==> src/rtl/core/tcchs_pkg.sv <==
// shared constants and types of the track cached chs sector reader
package tcchs_pkg;

  localparam int unsigned CacheDepth = 18;
  localparam int unsigned DivW       = 32;
  localparam int unsigned RemW       = 11;
  localparam int unsigned CntW       = $clog2(DivW);
  localparam int unsigned CfgIdxW    = 2;
  localparam int unsigned CfgDataW   = 11;

  localparam logic [CfgIdxW-1:0] CFG_SECTORS_PER_TRACK = 2'd0;
  localparam logic [CfgIdxW-1:0] CFG_HEAD_COUNT        = 2'd1;
  localparam logic [CfgIdxW-1:0] CFG_CYLINDER_COUNT    = 2'd2;
  localparam logic [CfgIdxW-1:0] CFG_DRIVE_SELECT      = 2'd3;

  typedef struct packed {
    logic [DivW-1:0] quotient;
    logic [RemW-1:0] remainder;
  } div_res_t;

endpackage

==> src/rtl/core/tcchs_div.sv <==
// bit-serial restoring divider, one quotient bit per cycle
module tcchs_div (
  input  logic                       clk_i,
  input  logic                       rst_ni,
  input  logic                       start_i,
  input  logic [tcchs_pkg::DivW-1:0] dividend_i,
  input  logic [tcchs_pkg::RemW-1:0] divisor_i,
  output logic                       done_o,
  output tcchs_pkg::div_res_t        res_o
);
  import tcchs_pkg::*;

  logic            busy_q;
  logic            done_q;
  logic [CntW-1:0] cnt_q;
  logic [DivW-1:0] quo_q;
  logic [RemW-1:0] rem_q;
  logic [RemW-1:0] div_q;

  logic [RemW:0]   rem_shift;
  logic [RemW:0]   rem_diff;
  logic            q_bit;

  assign rem_shift = {rem_q, quo_q[DivW-1]};
  assign rem_diff  = rem_shift - {1'b0, div_q};
  assign q_bit     = (rem_shift >= {1'b0, div_q});

  always_ff @(posedge clk_i or negedge rst_ni) begin
    if (!rst_ni) begin
      busy_q <= 1'b0;
      done_q <= 1'b0;
      cnt_q  <= '0;
    end else begin
      if (start_i) begin
        busy_q <= 1'b1;
        done_q <= 1'b0;
        cnt_q  <= '0;
      end else if (busy_q) begin
        cnt_q  <= cnt_q + 1'b1;
        busy_q <= (cnt_q != CntW'(DivW - 1));
        done_q <= (cnt_q == CntW'(DivW - 1));
      end else begin
        done_q <= 1'b0;
      end
    end
  end

  always_ff @(posedge clk_i) begin
    if (start_i) begin
      quo_q <= dividend_i;
      rem_q <= '0;
      div_q <= divisor_i;
    end else if (busy_q) begin
      quo_q <= {quo_q[DivW-2:0], q_bit};
      rem_q <= q_bit ? rem_diff[RemW-1:0] : rem_shift[RemW-1:0];
    end
  end

  assign done_o         = done_q;
  assign res_o.quotient  = quo_q;
  assign res_o.remainder = rem_q;

endmodule

==> src/rtl/core/track_cached_chs_sector_reader.sv <==
// top level: sector counter, track cache range and chs conversion sequencer
// a hit goes from the check state to the done state and the output registers; a miss
// also runs the division states; one item at a time, the input stalled outside idle;
// a miss runs three 32-step divisions in a single bit-serial divider
// a request of 0 is taken while idle and gives no result, even with a stalled result
// reset (async, active low) restores the default geometry and empties the cache
module track_cached_chs_sector_reader (
  input  logic                           clk_i,
  input  logic                           rst_ni,
  input  logic                           cfg_we_i,
  input  logic [tcchs_pkg::CfgIdxW-1:0]  cfg_idx_i,
  input  logic [tcchs_pkg::CfgDataW-1:0] cfg_data_i,
  input  logic                           in_valid_i,
  output logic                           in_stall_o,
  input  logic                           in_request_i,
  output logic                           out_valid_o,
  input  logic                           out_stall_i,
  output logic                           out_hit_o,
  output logic [4:0]                     out_cache_slot_o,
  output logic [15:0]                    out_volume_o,
  output logic                           out_volume_change_o,
  output logic [9:0]                     out_cylinder_o,
  output logic [7:0]                     out_head_o,
  output logic [5:0]                     out_sector_o,
  output logic [4:0]                     out_sector_count_o
);
  import tcchs_pkg::*;

  typedef enum logic [2:0] {
    ST_IDLE,
    ST_CHECK,
    ST_DIV_SEC,
    ST_DIV_HEAD,
    ST_DIV_CYL,
    ST_DONE
  } state_e;

  state_e state_q;

  // configuration
  logic [5:0]  spt_q;
  logic [8:0]  heads_q;
  logic [10:0] cyls_q;

  // sequencer state
  logic [31:0] next_q;
  logic [31:0] first_q;
  logic [31:0] end_q;
  logic        cvalid_q;
  logic [15:0] cur_vol_q;

  logic [31:0] offset_q;
  logic [31:0] span_q;
  logic        hit_q;
  logic [5:0]  s_q;
  logic [7:0]  h_q;
  logic [9:0]  c_q;
  logic [15:0] vol_q;

  logic            div_start_q;
  logic [DivW-1:0] div_a_q;
  logic [RemW-1:0] div_b_q;
  logic            div_done;
  div_res_t        div_res;

  // output registers
  logic        out_valid_q;
  logic        o_hit_q;
  logic [4:0]  o_slot_q;
  logic [15:0] o_vol_q;
  logic        o_chg_q;
  logic [9:0]  o_cyl_q;
  logic [7:0]  o_head_q;
  logic [5:0]  o_sec_q;
  logic [4:0]  o_cnt_q;

  logic [5:0]  spt_eff;
  logic [8:0]  heads_eff;
  logic [10:0] cyls_eff;
  logic [5:0]  sc_full;
  logic [4:0]  sc;
  logic        out_free;
  logic        cache_hit;
  logic        div_kick;

  assign spt_eff   = (spt_q == '0) ? 6'd1 : spt_q;
  assign heads_eff = (heads_q == '0) ? 9'd1 : heads_q;
  assign cyls_eff  = (cyls_q == '0) ? 11'd1 : cyls_q;
  assign sc_full   = spt_eff - s_q;
  assign sc        = (sc_full > 6'(CacheDepth)) ? 5'(CacheDepth) : sc_full[4:0];
  assign out_free  = !out_valid_q || !out_stall_i;
  assign cache_hit = cvalid_q && (offset_q < span_q);
  assign div_kick  = ((state_q == ST_CHECK) && !cache_hit) ||
                     (((state_q == ST_DIV_SEC) || (state_q == ST_DIV_HEAD)) && div_done);

  tcchs_div u_div (
    .clk_i      (clk_i),
    .rst_ni     (rst_ni),
    .start_i    (div_start_q),
    .dividend_i (div_a_q),
    .divisor_i  (div_b_q),
    .done_o     (div_done),
    .res_o      (div_res)
  );

  always_ff @(posedge clk_i or negedge rst_ni) begin
    if (!rst_ni) begin
      spt_q   <= 6'd18;
      heads_q <= 9'd2;
      cyls_q  <= 11'd80;
    end else if (cfg_we_i) begin
      unique case (cfg_idx_i)
        CFG_SECTORS_PER_TRACK: spt_q   <= cfg_data_i[5:0];
        CFG_HEAD_COUNT:        heads_q <= cfg_data_i[8:0];
        CFG_CYLINDER_COUNT:    cyls_q  <= cfg_data_i;
        // drive select changes no result field
        CFG_DRIVE_SELECT:      ;
        default:               ;
      endcase
    end
  end

  always_ff @(posedge clk_i or negedge rst_ni) begin
    if (!rst_ni) begin
      state_q     <= ST_IDLE;
      next_q      <= '0;
      first_q     <= '0;
      end_q       <= '0;
      cvalid_q    <= 1'b0;
      cur_vol_q   <= '0;
      div_start_q <= 1'b0;
      out_valid_q <= 1'b0;
    end else begin
      div_start_q <= div_kick;
      if ((state_q == ST_DONE) && out_free) begin
        out_valid_q <= 1'b1;
      end else if (!out_stall_i) begin
        out_valid_q <= 1'b0;
      end
      unique case (state_q)
        ST_IDLE: begin
          if (in_valid_i && in_request_i) begin
            offset_q <= next_q - first_q;
            span_q   <= end_q - first_q;
            state_q  <= ST_CHECK;
          end
        end
        ST_CHECK: begin
          hit_q <= cache_hit;
          if (cache_hit) begin
            state_q <= ST_DONE;
          end else begin
            div_a_q <= next_q;
            div_b_q <= RemW'(spt_eff);
            state_q <= ST_DIV_SEC;
          end
        end
        ST_DIV_SEC: begin
          if (div_done) begin
            s_q     <= div_res.remainder[5:0];
            div_a_q <= div_res.quotient;
            div_b_q <= RemW'(heads_eff);
            state_q <= ST_DIV_HEAD;
          end
        end
        ST_DIV_HEAD: begin
          if (div_done) begin
            h_q     <= div_res.remainder[7:0];
            div_a_q <= div_res.quotient;
            div_b_q <= cyls_eff;
            state_q <= ST_DIV_CYL;
          end
        end
        ST_DIV_CYL: begin
          if (div_done) begin
            c_q     <= div_res.remainder[9:0];
            // volume saturates at the top of its 16-bit range
            vol_q   <= (div_res.quotient[31:16] != '0) ? 16'hFFFF
                                                       : div_res.quotient[15:0];
            state_q <= ST_DONE;
          end
        end
        ST_DONE: begin
          if (out_free) begin
            next_q <= next_q + 32'd1;
            if (hit_q) begin
              o_hit_q  <= 1'b1;
              o_slot_q <= offset_q[4:0];
              o_vol_q  <= cur_vol_q;
              o_chg_q  <= 1'b0;
              o_cyl_q  <= '0;
              o_head_q <= '0;
              o_sec_q  <= '0;
              o_cnt_q  <= '0;
            end else begin
              o_hit_q   <= 1'b0;
              o_slot_q  <= '0;
              o_vol_q   <= vol_q;
              o_chg_q   <= (vol_q != cur_vol_q);
              o_cyl_q   <= c_q;
              o_head_q  <= h_q;
              o_sec_q   <= s_q + 6'd1;
              o_cnt_q   <= sc;
              cur_vol_q <= vol_q;
              first_q   <= next_q;
              end_q     <= next_q + {27'd0, sc};
              cvalid_q  <= 1'b1;
            end
            state_q <= ST_IDLE;
          end
        end
        default: state_q <= ST_IDLE;
      endcase
    end
  end

  assign in_stall_o          = (state_q != ST_IDLE);
  assign out_valid_o         = out_valid_q;
  assign out_hit_o           = o_hit_q;
  assign out_cache_slot_o    = o_slot_q;
  assign out_volume_o        = o_vol_q;
  assign out_volume_change_o = o_chg_q;
  assign out_cylinder_o      = o_cyl_q;
  assign out_head_o          = o_head_q;
  assign out_sector_o        = o_sec_q;
  assign out_sector_count_o  = o_cnt_q;

endmodule
==> config.mk <==
export PLATFORM = sky130hd
export DESIGN_NAME = track_cached_chs_sector_reader
export DESIGN_NICKNAME = d
export VERILOG_FILES = /design/src/rtl/core/tcchs_pkg.sv /design/src/rtl/core/tcchs_div.sv /design/src/rtl/core/track_cached_chs_sector_reader.sv
export SDC_FILE = /design/constraint.sdc
export NUM_CORES = 1
export LEC_CHECK = 0
export BUFFER_PORTS_ARGS = -buffer_cell sky130_fd_sc_hd__clkbuf_2
export CAP_MARGIN = 5
export CELL_PAD_IN_SITES_DETAIL_PLACEMENT = 1
export CELL_PAD_IN_SITES_GLOBAL_PLACEMENT = 1
export CORE_MARGIN = 1.5
export CORE_UTILIZATION = 51
export DETAILED_ROUTE_END_ITERATION = 12
export GPL_TIMING_DRIVEN = 0
export MAX_ROUTING_LAYER = met4
export PLACE_DENSITY_LB_ADDON = 0.1
export SKIP_CTS_REPAIR_TIMING = 1
export SYNTH_ARGS = -nofsm -noshare
export SYNTH_HDL_FRONTEND = slang
export SYNTH_HIERARCHICAL = 1
export SYNTH_SLANG_ARGS = --single-unit
export TNS_END_PERCENT = 50
==> constraint.sdc <==
create_clock -name clk_i -period 5.3 [get_ports clk_i]
set_clock_uncertainty 0.1 [all_clocks]
set_input_delay 0 -clock clk_i [delete_from_list [all_inputs] [get_ports clk_i]]
set_output_delay 0 -clock clk_i [all_outputs]
set_load 0.01 [all_outputs]
# ---- Word level (Yosys, flattened, before mapping)
# Cells that the tools add are included.
# W data, S select, Z words.
dict set report op_classes {
  reduce_logical 36
  n_lt_le_gt_ge 3
  n_addsub 8
  eq_ne 18
  mux 31
  bitwise 1
}
# op n
set op_table {}
lappend op_table {{$mux W32} 4}
lappend op_table {{$pmux W32 S2} 1}
lappend op_table {{$sub A32 B32 Y32} 2}
lappend op_table {{$mux W11} 5}
lappend op_table {{$pmux W11 S3} 1}
lappend op_table {{$add A32 B1 Y32 const B} 1}
lappend op_table {{$add A32 B5 Y32} 1}
lappend op_table {{$lt A32 B32 Y1} 1}
lappend op_table {{$mux W3} 6}
lappend op_table {{$pmux W3 S6} 1}
lappend op_table {{$reduce_and A3 Y1} 6}
lappend op_table {{$mux W16} 1}
lappend op_table {{$ne A16 B16 Y1} 1}
lappend op_table {{$reduce_bool A16 Y1} 1}
lappend op_table {{$mux W5} 3}
lappend op_table {{$ge A12 B11 Y1} 1}
lappend op_table {{$logic_not A11 Y1} 1}
lappend op_table {{$sub A11 B11 Y11} 1}
lappend op_table {{$ne A2 B1 Y1 const B} 5}
lappend op_table {{$reduce_and A2 Y1} 5}
lappend op_table {{$reduce_and A5 Y1} 2}
lappend op_table {{$logic_not A9 Y1} 1}
lappend op_table {{$mux W9} 1}
lappend op_table {{$mux W1} 7}
lappend op_table {{other kinds (24)} 38}
dict set report word_totals {
  out_inout_bits 54
  in_bits 19
  wordCells 131
  reg_bits 405
}

# ---- Longest topological paths before layout
# Gate-level depths: netlist (run 1).
dict set report depth {
  depth_word 6
  ltp_mapped 22
  depth_no_buf 21
}

# ---- By module
# Netlist (run 1), hierarchy kept.
# module n_inst area_per_inst_um2 cells_per_inst seq_area_each_um2
set modules_own_cells {}
lappend modules_own_cells {track_cached_chs_sector_reader 1 18097.4 1667 9615.5}
lappend modules_own_cells {tcchs_div 1 3108.0 243 1686.6}

# ---- Least setup slack after synthesis (run 1)
# OpenSTA, ideal clock, no wires.
dict set report synth_timing {
  path_kind {register to register}
  start {reg state_q[0]}
  end {reg offset_q[0] (enable)}
  required_ps 4713
  setup_time_ps 487
  slack_ps 907
  stages_incl_launch_ff 4
  period_less_slack_ps 4393
  t_arrival_ps 3806
  path_buffers 1
  cell_sequence {dfrtp_1 -> buf_1 -> or3_1 -> nor2_1}
}
dict set report synth_between {
  elab_chain_len 2
}
# element line
set synth_lines {}
lappend synth_lines {{start, declared} track_cached_chs_sector_reader.sv:38} ;# state_e state_q;
lappend synth_lines {{start signal, assigned} track_cached_chs_sector_reader.sv:125} ;# state_q <= ST_IDLE;
lappend synth_lines {{start signal, assigned} track_cached_chs_sector_reader.sv:145} ;# state_q <= ST_CHECK;
lappend synth_lines {{start signal, assigned} track_cached_chs_sector_reader.sv:151} ;# state_q <= ST_DONE;
lappend synth_lines {{$logic_not A3 Y1} track_cached_chs_sector_reader.sv:140} ;# unique case (state_q)
lappend synth_lines {{$reduce_and A3 Y1 (no source line)} --}
lappend synth_lines {{end signal, assigned} track_cached_chs_sector_reader.sv:143} ;# offset_q <= next_q - first_q;
lappend synth_lines {{end, declared} track_cached_chs_sector_reader.sv:52} ;# logic [31:0] offset_q;
# No other way between the ends.
# A chain may end at the register's enable or synchronous reset.

# ---- Final worst setup path (run 1)
dict set report layout_timing {
  start {reg spt_q[1]}
  end {reg end_q[28]}
}
dict set report layout_between {
  elab_chain_len 6
}
# element line
set layout_lines {}
lappend layout_lines {{start, declared} track_cached_chs_sector_reader.sv:41} ;# logic [5:0] spt_q;
lappend layout_lines {{start signal, assigned} track_cached_chs_sector_reader.sv:113} ;# CFG_SECTORS_PER_TRACK: spt_q <= cfg_data_i[5:0];
lappend layout_lines {{$logic_not A6 Y1} track_cached_chs_sector_reader.sv:86} ;# assign spt_eff = (spt_q == '0) ? 6'd1 : spt_q;
lappend layout_lines {{$mux W6 *} track_cached_chs_sector_reader.sv:86}
lappend layout_lines {{$sub A6 B6 Y6 *} track_cached_chs_sector_reader.sv:89} ;# assign sc_full = spt_eff - s_q;
lappend layout_lines {{$gt A6 B5 Y1} track_cached_chs_sector_reader.sv:90} ;# assign sc = (sc_full > 6'(CacheDepth)) ? 5'(CacheDepth) : sc_full[4:0];
lappend layout_lines {{$mux W5 *} track_cached_chs_sector_reader.sv:90}
lappend layout_lines {{via sc[0]} track_cached_chs_sector_reader.sv:81} ;# logic [4:0] sc;
lappend layout_lines {{$add A32 B5 Y32 *} track_cached_chs_sector_reader.sv:206} ;# end_q <= next_q + {27'd0, sc};
lappend layout_lines {{end signal, assigned} track_cached_chs_sector_reader.sv:206}
lappend layout_lines {{end, declared} track_cached_chs_sector_reader.sv:48} ;# logic [31:0] end_q;
# Mark *: on every way through the listed nets, which the timed path passes. The rest lies on a longest branch.

==> results.yml, run 1 <==
clock_tree:
  cts_htree_levels: 2
  insertion_delay_ps: 580
  cts_inserted_buffers: 45
  cts_root_buf: "clkbuf_16"
  clockBufferDepth: 3
  cts_tree: "yes"
  numClockSinks: 405
  clk_pin_slew_worst_paths_ps: 60
route:
  wl_per_cell_microns: 21.5
  finalWirelength_microns: 56600
  vias: 15000
  ant_nets: 0
  avgViaCountPerCell: 5.72
  route.detailed.drc: 0
  drt_iter0_drc: 852
  dr.pass1.iters: 5
timing:
  slew_headroom_pct: 21.1
  maxSlewViolCount: 0
  worst_pin_slew_ps: 1170
  finalHoldViolCount: 0
  hold-worst-slack_ps: 106
  fmax_ghz: 0.196
  grt_setup_unrepaired: "false"
  min_period_ps: 5110
  setup_viol: 0
  setup_slack_ps: 193
  period_share_pct: 96.4
synth:
  synthArstFlopShare_pct: 37.3
  synth_top_family_by_area: "simple AND/OR/NAND/NOR gates"
  avgSynthCellArea_sq_um: 11.1
  synth_fa_ha_area_share_pct: 7.43
  syn-cell-area_sq_um: 21200
  ys.flop_type: "edfxtp_1"
  ys_top_cells_by_area: "edfxtp_1 34%, dfrtp_1 17%, ha_1 7.0%"
  muxShareOfSynthArea_pct: 5.65
  synth_compound_area_share_pct: 10.9
  ys_warn_count: 6
  yosys-top-cells-count: "243 x edfxtp_1, 229 x nand2_1, 146 x dfrtp_1, 122 x inv_1, 118 x ha_1"
  yosysMostFrequentCell: "edfxtp_1"
  synth_seq_cells: 405
  ys_seq_area_share_pct: 53.3
  synth_edf_count: 243
  synth_top_cell_by_area: "edfxtp_1"
  syn_inst: 1910
  syn-num-nets: 2052
  ys_types: 82
  synth_xor_xnor_area_share_pct: 5.95
  yosys.area_share.simple_pct: 13.0
  synth_top_cell_area_share_pct: 34.4
setup_path:
  cp-start-kind: "flop"
  path_delay_family: "compound AO/OA/AOI/OAI gates"
  crit_path_end_kind: "flop"
  reg2reg_slack_ps: 190
  required_ps: 5640
  setup.worst_path.start: "spt_q[1]$_DFFE_PN1P_"
  cp.buffers_inverters: 2
  path_max_fanout: 8
  critPathMaxStageDelay_ps: 570
  reg2regPathDepth: 22
  cp_data_arrival_time_ps: 5440
  critical_path.cell_chain: "inv_1 > a21oi_2 > ha_1 > nor2b_1 > o21ai_0 > nand2b_1 > a21o_1 > a21oi_1 > xnor2_1 > o21ai_2 > nor2_1 > ha_1 > fa_1 > a21o_1 > a21oi_1 > o21ba_2 > or2_2 > buf_2 > or3_4 > nor3_2 > xnor2_1 > o21ai_0"
  rr_endpoint: "end_q[28]$_DFFE_PN0P_"
  crit_type: "reg2reg"
  r2r_start: "spt_q[1]$_DFFE_PN1P_"
  slowest_stage: "dfstp_2"
finish:
  syn2layout_area_growth_pct: 13.6
  postLayoutCoreUtil_pct: 58.9
  drive_gt1_share_pct: 15.0
  instances_no_fill: 2628
  nNetsFinal: 2200
pwr:
  leakage_nw: 9.77
  vdd_drop_max_mv: 0.296
  powerDensity_nw_per_um2: 522
die:
  initial_core_util_pct: 51.8
  coreArea_sq_um: 40900
  io_pins: 73
  rows: 74
  die_h_microns: 207
  dieArea_sq_um: 42800
  die_w_microns: 207
grt:
  grt.met2_usage_pct: 46.1
  antenna_found_initial: 1
  grt_pass1_vias: 15800
  overflow: 0
  grtUsageMet3_pct: 3.38
  grt_pass1_wl_microns: 86700
  grt_max_degree: 109
  grt_util_met1_pct: 33.9
  grt_use_total_pct: 27.1
  grt_busiest_layer: "met2"
run_status:
  run_status: "completed"
hold_path:
  hold_depth: 3
  hold_path_end: "heads_q[6]$_DFFE_PN0P_"
  min_from: "cfg_we_i"
  hold_path_class: "in2reg"
placed_design:
  gp_congestion: 0.858
  dp_cells: 2522
  port_buffers: 72
  pre_cts_slack_ps: -131
  dp_hpwl_microns: 41100
run:
  drv_cap: 0
## sequential cells by signal (all words and copies together), names as in the netlist, 16 cells and up
register,count
cur_vol_q,16
next_q,32
div_a_q,32
u_div/quo_q,32
end_q,32
vol_q,16
span_q,32
offset_q,32
out_volume_o,16
first_q,32
## worst reg2reg max path, delay by kind of cell, from the launching register on
kind | cells | cell delay, ps
buffers and inverters | 2 | 330
flip-flops | 1 | 570
adder cells (fa/ha/maj) | 3 | 730
AND/OR/NAND/NOR | 6 | 1260
AO/OA/AOI/OAI | 9 | 1610
XOR/XNOR | 2 | 350
## kinds of logic after synthesis
kind of cell,count (synthesis)
AO/OA/AOI/OAI,355
XOR/XNOR,144
adder cells (fa/ha/maj),123
buffers and inverters,205
flip-flops,405
multiplexers,108
AND/OR/NAND/NOR,570
## per-layer routing
layer / up-vias / share of wire, %
met1: 7569 / 43
met3: 102 / 3.4
met4: 0 / 2.6
li1: 7066 / -
met5: - / 0
met2: 290 / 51
## power by group
part           switching (mW)  internal, mW  leakage [nW]
clock                    1.31          1.73         0.711
combinational            2.71          1.98          4.88
sequential              0.549          4.30          4.18
## layout by cell type, fill, tap and decap left out, types with 24 or more instances in the layout
cell       count
xor2_1        32
dfrtp_1      146
ha_1         118
nor2_1        95
nand4_1       27
or2_2         24
clkbuf_16     45
o21ai_0      112
nor2b_1       38
a21o_1        40
nor3_1        32
clkbuf_2      73
a21oi_1       76
clkbuf_1      78
nand2_1      229
mux2_2        90
edfxtp_1     243
inv_1        122
nand3_1       27
xnor2_1      112
## final cells by class
| class | count | area, sq um |
|---|---|---|
| Antenna cell | 1 | 2.50 |
| Buffer | 83 | 342 |
| Clock buffer | 71 | 1320 |
| Clock inverter | 13 | 116 |
| Fill cell | 4299 | 16800 |
| Inverter | 122 | 458 |
| Multi-Input combinational cell | 1300 | 9150 |
| Sequential cell | 405 | 11300 |
| Tap cell | 532 | 666 |
| Timing Repair Buffer | 101 | 734 |
## worst max-delay path by stage
stage	endpoint	cells after the start	slack, ps
2_1_floorplan	offset_q[0]$_DFFE_PP_	3	910
3_3_place_gp	vol_q[10]$_SDFFCE_PP1P_	3	-4050
3_5_place_dp	end_q[27]$_DFFE_PN0P_	20	-130
4_1_cts	end_q[27]$_DFFE_PN0P_	20	-250
5_1_grt	end_q[28]$_DFFE_PN0P_	21	9
6_report	end_q[28]$_DFFE_PN0P_	22	190
## per-stage QoR
step | area [sq um] | setup TNS [ps] | power, mW
after floorplan | 21200 | 0 | 8.09
after global placement | 22200 | -349060 | 9.20
after detailed placement | 22400 | -329 | 9.50
after CTS | 23800 | -727 | 12.6
after global routing | 24100 | 0 | 13.3
final | 24100 | 0 | 12.6
No activity file was read; power rests on OpenSTA's default activity.
==> run 2: changes to the inputs <==
Settings changed: CORE_MARGIN 1.5 to unset.
==> results.yml, run 2 (synthesized netlist as in run 1, its figures left out) <==
route:
  met3_length_microns: 2370
  met2_length_microns: 29800
  vias: 15200
  ant_nets: 0
  dr.pass1.iters: 5
  route.detailed.drc: 0
  drt-met1-wl_microns: 24400
  avgViaCountPerCell: 5.77
  wl_per_cell_microns: 22.1
  finalWirelength_microns: 58200
  drt_iter0_drc: 813
  top_layer_used: "met4"
hold_path:
  hold_path_class: "in2reg"
  min_from: "cfg_data_i[6]"
timing:
  slew_headroom_pct: 24.6
  grt_setup_unrepaired: "false"
  setup_viol: 0
  period_share_pct: 94.6
  min_period_ps: 5010
  hold-worst-slack_ps: 120
  fmax_ghz: 0.199
  maxSlewViolCount: 0
  finalHoldViolCount: 0
  worst_pin_slew_ps: 1130
  tns_ps: 0
placed_design:
  postPlaceCellArea_sq_um: 22400
  dp_cells: 2522
  dp_hpwl_microns: 41500
  port_buffers: 72
  gp_congestion: 0.867
pwr:
  p_clk_share_pct: 24.5
  p_int_mw: 8.08
  switching_share_pct: 36.4
  powerDensity_nw_per_um2: 526
  leakage_nw: 9.80
  power_mw: 12.7
  p_comb_share_pct: 37.3
  vdd_drop_max_mv: 0.285
  p_switching_mw: 4.63
  seqPwrFrac_pct: 38.2
setup_path:
  reg2regPathDepth: 22
  r2r_start: "spt_q[1]$_DFFE_PN1P_"
  reg2reg_slack_ps: 290
  cp_data_arrival_time_ps: 5350
  cp-start-kind: "flop"
  slowest_stage: "dfstp_2"
  crit_type: "reg2reg"
  rr_endpoint: "end_q[30]$_DFFE_PN0P_"
  cp.buffers_inverters: 2
  path_max_fanout: 8
  setup.worst_path.start: "spt_q[1]$_DFFE_PN1P_"
  critical_path.cell_chain: "inv_1 > a21oi_4 > ha_1 > nor2b_1 > o21ai_0 > nand2b_1 > a21o_1 > a21oi_1 > xnor2_1 > o21ai_2 > nor2_2 > ha_1 > fa_1 > a21o_1 > a21oi_1 > o21ba_2 > or2_2 > buf_2 > or3_4 > nor2_1 > xnor2_1 > o21ai_0"
  crit_path_end_kind: "flop"
  critPathMaxStageDelay_ps: 580
  path_delay_family: "compound AO/OA/AOI/OAI gates"
  required_ps: 5630
  path_depth: 22
  crit_end: "end_q[30]$_DFFE_PN0P_"
die:
  initial_core_util_pct: 51.8
  die_w_microns: 206
  die_h_microns: 206
  coreArea_sq_um: 40900
  rows: 74
  io_pins: 73
  dieArea_sq_um: 42400
finish:
  syn2layout_area_growth_pct: 14.0
  instances_no_fill: 2629
  num_antenna_cells: 0
  nNetsFinal: 2204
  final_cell_mix: "243 x edfxtp_1, 229 x nand2_1, 146 x dfrtp_1"
  drive_gt1_share_pct: 15.0
  final_common_cell: "edfxtp_1"
  final_area_sq_um: 24200
clock_tree:
  insertion_delay_ps: 590
  cts_tree: "yes"
  clk_pin_slew_worst_paths_ps: 70
  clockBufferDepth: 3
  cts_htree_levels: 2
  cts_inserted_buffers: 44
  cts_root_buf: "clkbuf_16"
  numClockSinks: 405
grt:
  grt_pass1_vias: 16000
  grt_pass1_wl_microns: 88600
  antenna_found_initial: 1
  grt_use_total_pct: 28.1
  overflow: 0
  grt_max_degree: 111
run:
  drv_cap: 0
run_status:
  run_status: "completed"
[run 2: changes by cell type in the layout (fill, tap and decap cells not counted), sizes merged]
cell and delta:
bufinv +2, clkbuf -3, clkinv -4, clkinvlp +1, diode -1, dlygate4sd3 +5, inv +1
[run 2: worst min path at each step]
| stage | to | slack (ps) | depth (start not counted) |
|---|---|---|---|
| after global routing | cyls_q[9]$_DFFE_PN0P_ | 120 | 3 |
| after CTS | cur_vol_q[7]$_DFFE_PN0P_ | -740 | 1 |
| after global placement | cyls_q[10]$_DFFE_PN0P_ | 140 | 2 |
| after floorplan | cur_vol_q[0]$_DFFE_PN0P_ | -400 | 0 |
| after detailed placement | cur_vol_q[7]$_DFFE_PN0P_ | -110 | 1 |
| final | heads_q[6]$_DFFE_PN0P_ | 120 | 3 |
[run 2: through the flow]
| step | utilization, % | setup WS [ps] |
|---|---|---|
| floorplan | - | 907 |
| global placement | 54.3 | -4120 |
| detailed placement | 54.7 | -154 |
| CTS | 58.3 | -368 |
| global route | 59.1 | 11.5 |
| finish | 59.1 | 286 |
[run 2: cell type report]
| type | instances | area [sq um] |
|---|---|---|
| clock buffer | 68 | 1300 |
| timing repair buffer | 106 | 768 |
| tap | 532 | 666 |
| buffer | 83 | 342 |
| clock inverter | 13 | 146 |
| fill | 4312 | 16800 |
| multi-input combinational | 1300 | 9180 |
| inverter | 122 | 458 |
| sequential | 405 | 11300 |
[run 2: power by group through the flow]
stage               Combinational (mW)  Clock (mW)  Sequential, mW
global placement                  4.34           0            4.86
global route                      5.24        3.26            4.92
CTS                               4.69        3.16            4.85
floorplan                         3.43           0            4.66
finish                            4.74        3.11            4.86
detailed placement                4.61           0            4.90
[run 2: per-layer routing]
metal / track usage, % / vias up
met3: 4.32 / 108
met4: 8.64 / 0
li1: - / 7079
met1: 34.1 / 7702
met5: - / -
met2: 48.2 / 291
[run 2: worst register-to-register path, cell delays in order (launching register included)]
cell and delay [ps]:
dfstp_2 580, inv_1 170, a21oi_4 230, ha_1 230
nor2b_1 60, o21ai_0 170, nand2b_1 110, a21o_1 190
a21oi_1 190, xnor2_1 250, o21ai_2 200, nor2_2 190
ha_1 210, fa_1 240, a21o_1 130, a21oi_1 100
o21ba_2 260, or2_2 280, buf_2 180, or3_4 390
nor2_1 160, xnor2_1 150, o21ai_0 100
==> run 3: changes to the inputs <==
Settings changed: CTS_BUF_LIST set to sky130_fd_sc_hd__clkbuf_16.
==> results.yml, run 3 (synthesized netlist as in run 1, its figures left out) <==
route:
  route.detailed.drc: 0
  vias: 15100
  wl_per_cell_microns: 21.9
  ant_nets: 0
  dr.pass1.iters: 4
  finalWirelength_microns: 57700
  drt_iter0_drc: 794
  avgViaCountPerCell: 5.75
setup_path:
  crit_path_end_kind: "flop"
  slowest_stage: "nor4_2"
  critical_path.cell_chain: "nor4_4 > a21oi_4 > ha_1 > fa_1 > nor2b_1 > o21ai_0 > nand2b_1 > xnor2_1 > o21ai_2 > or2_2 > ha_1 > a21o_1 > a21oi_1 > o21bai_1 > a21oi_2 > nor4_2 > nand2_1 > xor2_1 > o21ai_0"
  path_delay_family: "simple AND/OR/NAND/NOR gates"
  crit_type: "reg2reg"
  path_max_fanout: 8
  reg2reg_slack_ps: 140
  critPathMaxStageDelay_ps: 640
  required_ps: 5640
  cp-start-kind: "flop"
  cp_data_arrival_time_ps: 5500
  cp.buffers_inverters: 0
placed_design:
  port_buffers: 72
  dp_hpwl_microns: 41500
  gp_congestion: 0.867
  pre_cts_slack_ps: -154
grt:
  overflow: 0
  grt.met2_usage_pct: 47.9
  grtUsageMet3_pct: 4.40
  grt_use_total_pct: 28.0
  antenna_found_initial: 1
  grt_busiest_layer: "met2"
  grt_max_degree: 111
  grt_pass1_wl_microns: 88300
  grt_util_met1_pct: 34.1
  grt_pass1_vias: 16000
finish:
  n_fill_cell: 4322
  syn2layout_area_growth_pct: 13.5
  nNetsFinal: 2204
  regArea_sq_um: 11300
  num_antenna_cells: 0
  final_cell_mix: "243 x edfxtp_1, 229 x nand2_1, 146 x dfrtp_1"
  multi_input_area_sq_um: 9180
  drive_gt1_share_pct: 14.7
  final_common_cell: "edfxtp_1"
clock_tree:
  cts_root_buf: "clkbuf_16"
  clockBufferDepth: 3
  insertion_delay_ps: 590
  clk_pin_slew_worst_paths_ps: 60
  cts_tree: "yes"
  cts_htree_levels: 2
  numClockSinks: 405
  cts_inserted_buffers: 44
timing:
  fmax_ghz: 0.194
  setup_viol: 0
  setup_slack_ps: 142
  min_period_ps: 5160
  slew_headroom_pct: 25.9
  maxSlewViolCount: 0
  finalHoldViolCount: 0
  period_share_pct: 97.3
  worst_pin_slew_ps: 1110
die:
  die_w_microns: 206
  rows: 74
  dieArea_sq_um: 42400
  io_pins: 73
  initial_core_util_pct: 51.8
  die_h_microns: 206
  coreArea_sq_um: 40900
pwr:
  leakage_nw: 9.81
  powerDensity_nw_per_um2: 520
  power_mw: 12.5
  vdd_drop_max_mv: 0.292
run:
  drv_cap: 0
hold_path:
  hold_path_class: "in2reg"
run_status:
  run_status: "completed"
==> run 3: cell count changes in the layout (fill, tap and decap cells not counted) <==
| cell | delta |
|---|---|
| nor4_2 | +1 |
| inv_2 | +4 |
| clkinv_1 | +5 |
| clkbuf_8 | -9 |
| inv_1 | +14 |
| clkbuf_1 | -14 |
| nor4_4 | -1 |
==> run 3: layout make-up <==
class | instances | share of cell area, %
buffer | 83 | 1.42
clock buffer | 45 | 4.68
clock inverter | 36 | 0.967
inverter | 122 | 1.90
multi-input combinational | 1300 | 38.1
sequential | 405 | 47.0
tap | 532 | 2.77
timing repair buffer | 106 | 3.19
==> run 3: final timing paths <==
path | from | cells after the start | end
hold / removal | cfg_data_i[6] | 3 | heads_q[6]$_DFFE_PN0P_
setup / recovery | spt_q[3]$_DFFE_PN0P_ | 19 | end_q[31]$_DFFE_PN0P_
min in group asynchronous | rst_ni | 3 | cyls_q[6]$_DFFE_PN1P_
hold reg to reg | div_b_q[2]$_DFFE_PP_ | 0 | u_div/div_q[2]$_DFFE_PP_
max in group asynchronous | rst_ni | 4 | heads_q[2]$_DFFE_PN0P_
setup reg to reg | spt_q[3]$_DFFE_PN0P_ | 19 | end_q[31]$_DFFE_PN0P_
==> run 3: per-layer routing <==
metal  vias up  routed length (microns)
met5         -                        0
met4         0                     1540
met3        99                     2280
met2       284                    29300
met1      7663                    24500
li1       7081                        -
==> run 3: where the power goes <==
group | internal, mW | leakage [nW] | switching (mW) | total (mW)
logic | 1.98 | 4.89 | 2.75 | 4.73
clock network | 1.64 | 0.729 | 1.30 | 2.95
registers | 4.30 | 4.18 | 0.553 | 4.85
==> run 3: metrics by stage <==
step                cell area (sq um)  TNS, ps  hold WS, ps  utilization (%)  std cells
floorplan                       21200        0         -396                -       1910
global route                    24100    -19.6          121             58.8       2629
detailed placement              22400     -303         -114             54.7       2522
CTS                             23700     -985         -743             58.0       2603
finish                          24100        0          115             58.8       2629
global placement                22200  -358250          139             54.3       2514
==> run 3: worst register-to-register path, stage by stage (launching register included) <==
cell      delay [ps]
dfrtp_1          490
nor4_4           350
a21oi_4          120
ha_1             230
fa_1             420
nor2b_1          140
o21ai_0          110
nand2b_1         120
xnor2_1          200
o21ai_2          180
or2_2            370
ha_1             300
a21o_1           110
a21oi_1           90
o21bai_1         190
a21oi_2          150
nor4_2           640
nand2_1          150
xor2_1           190
o21ai_0          360
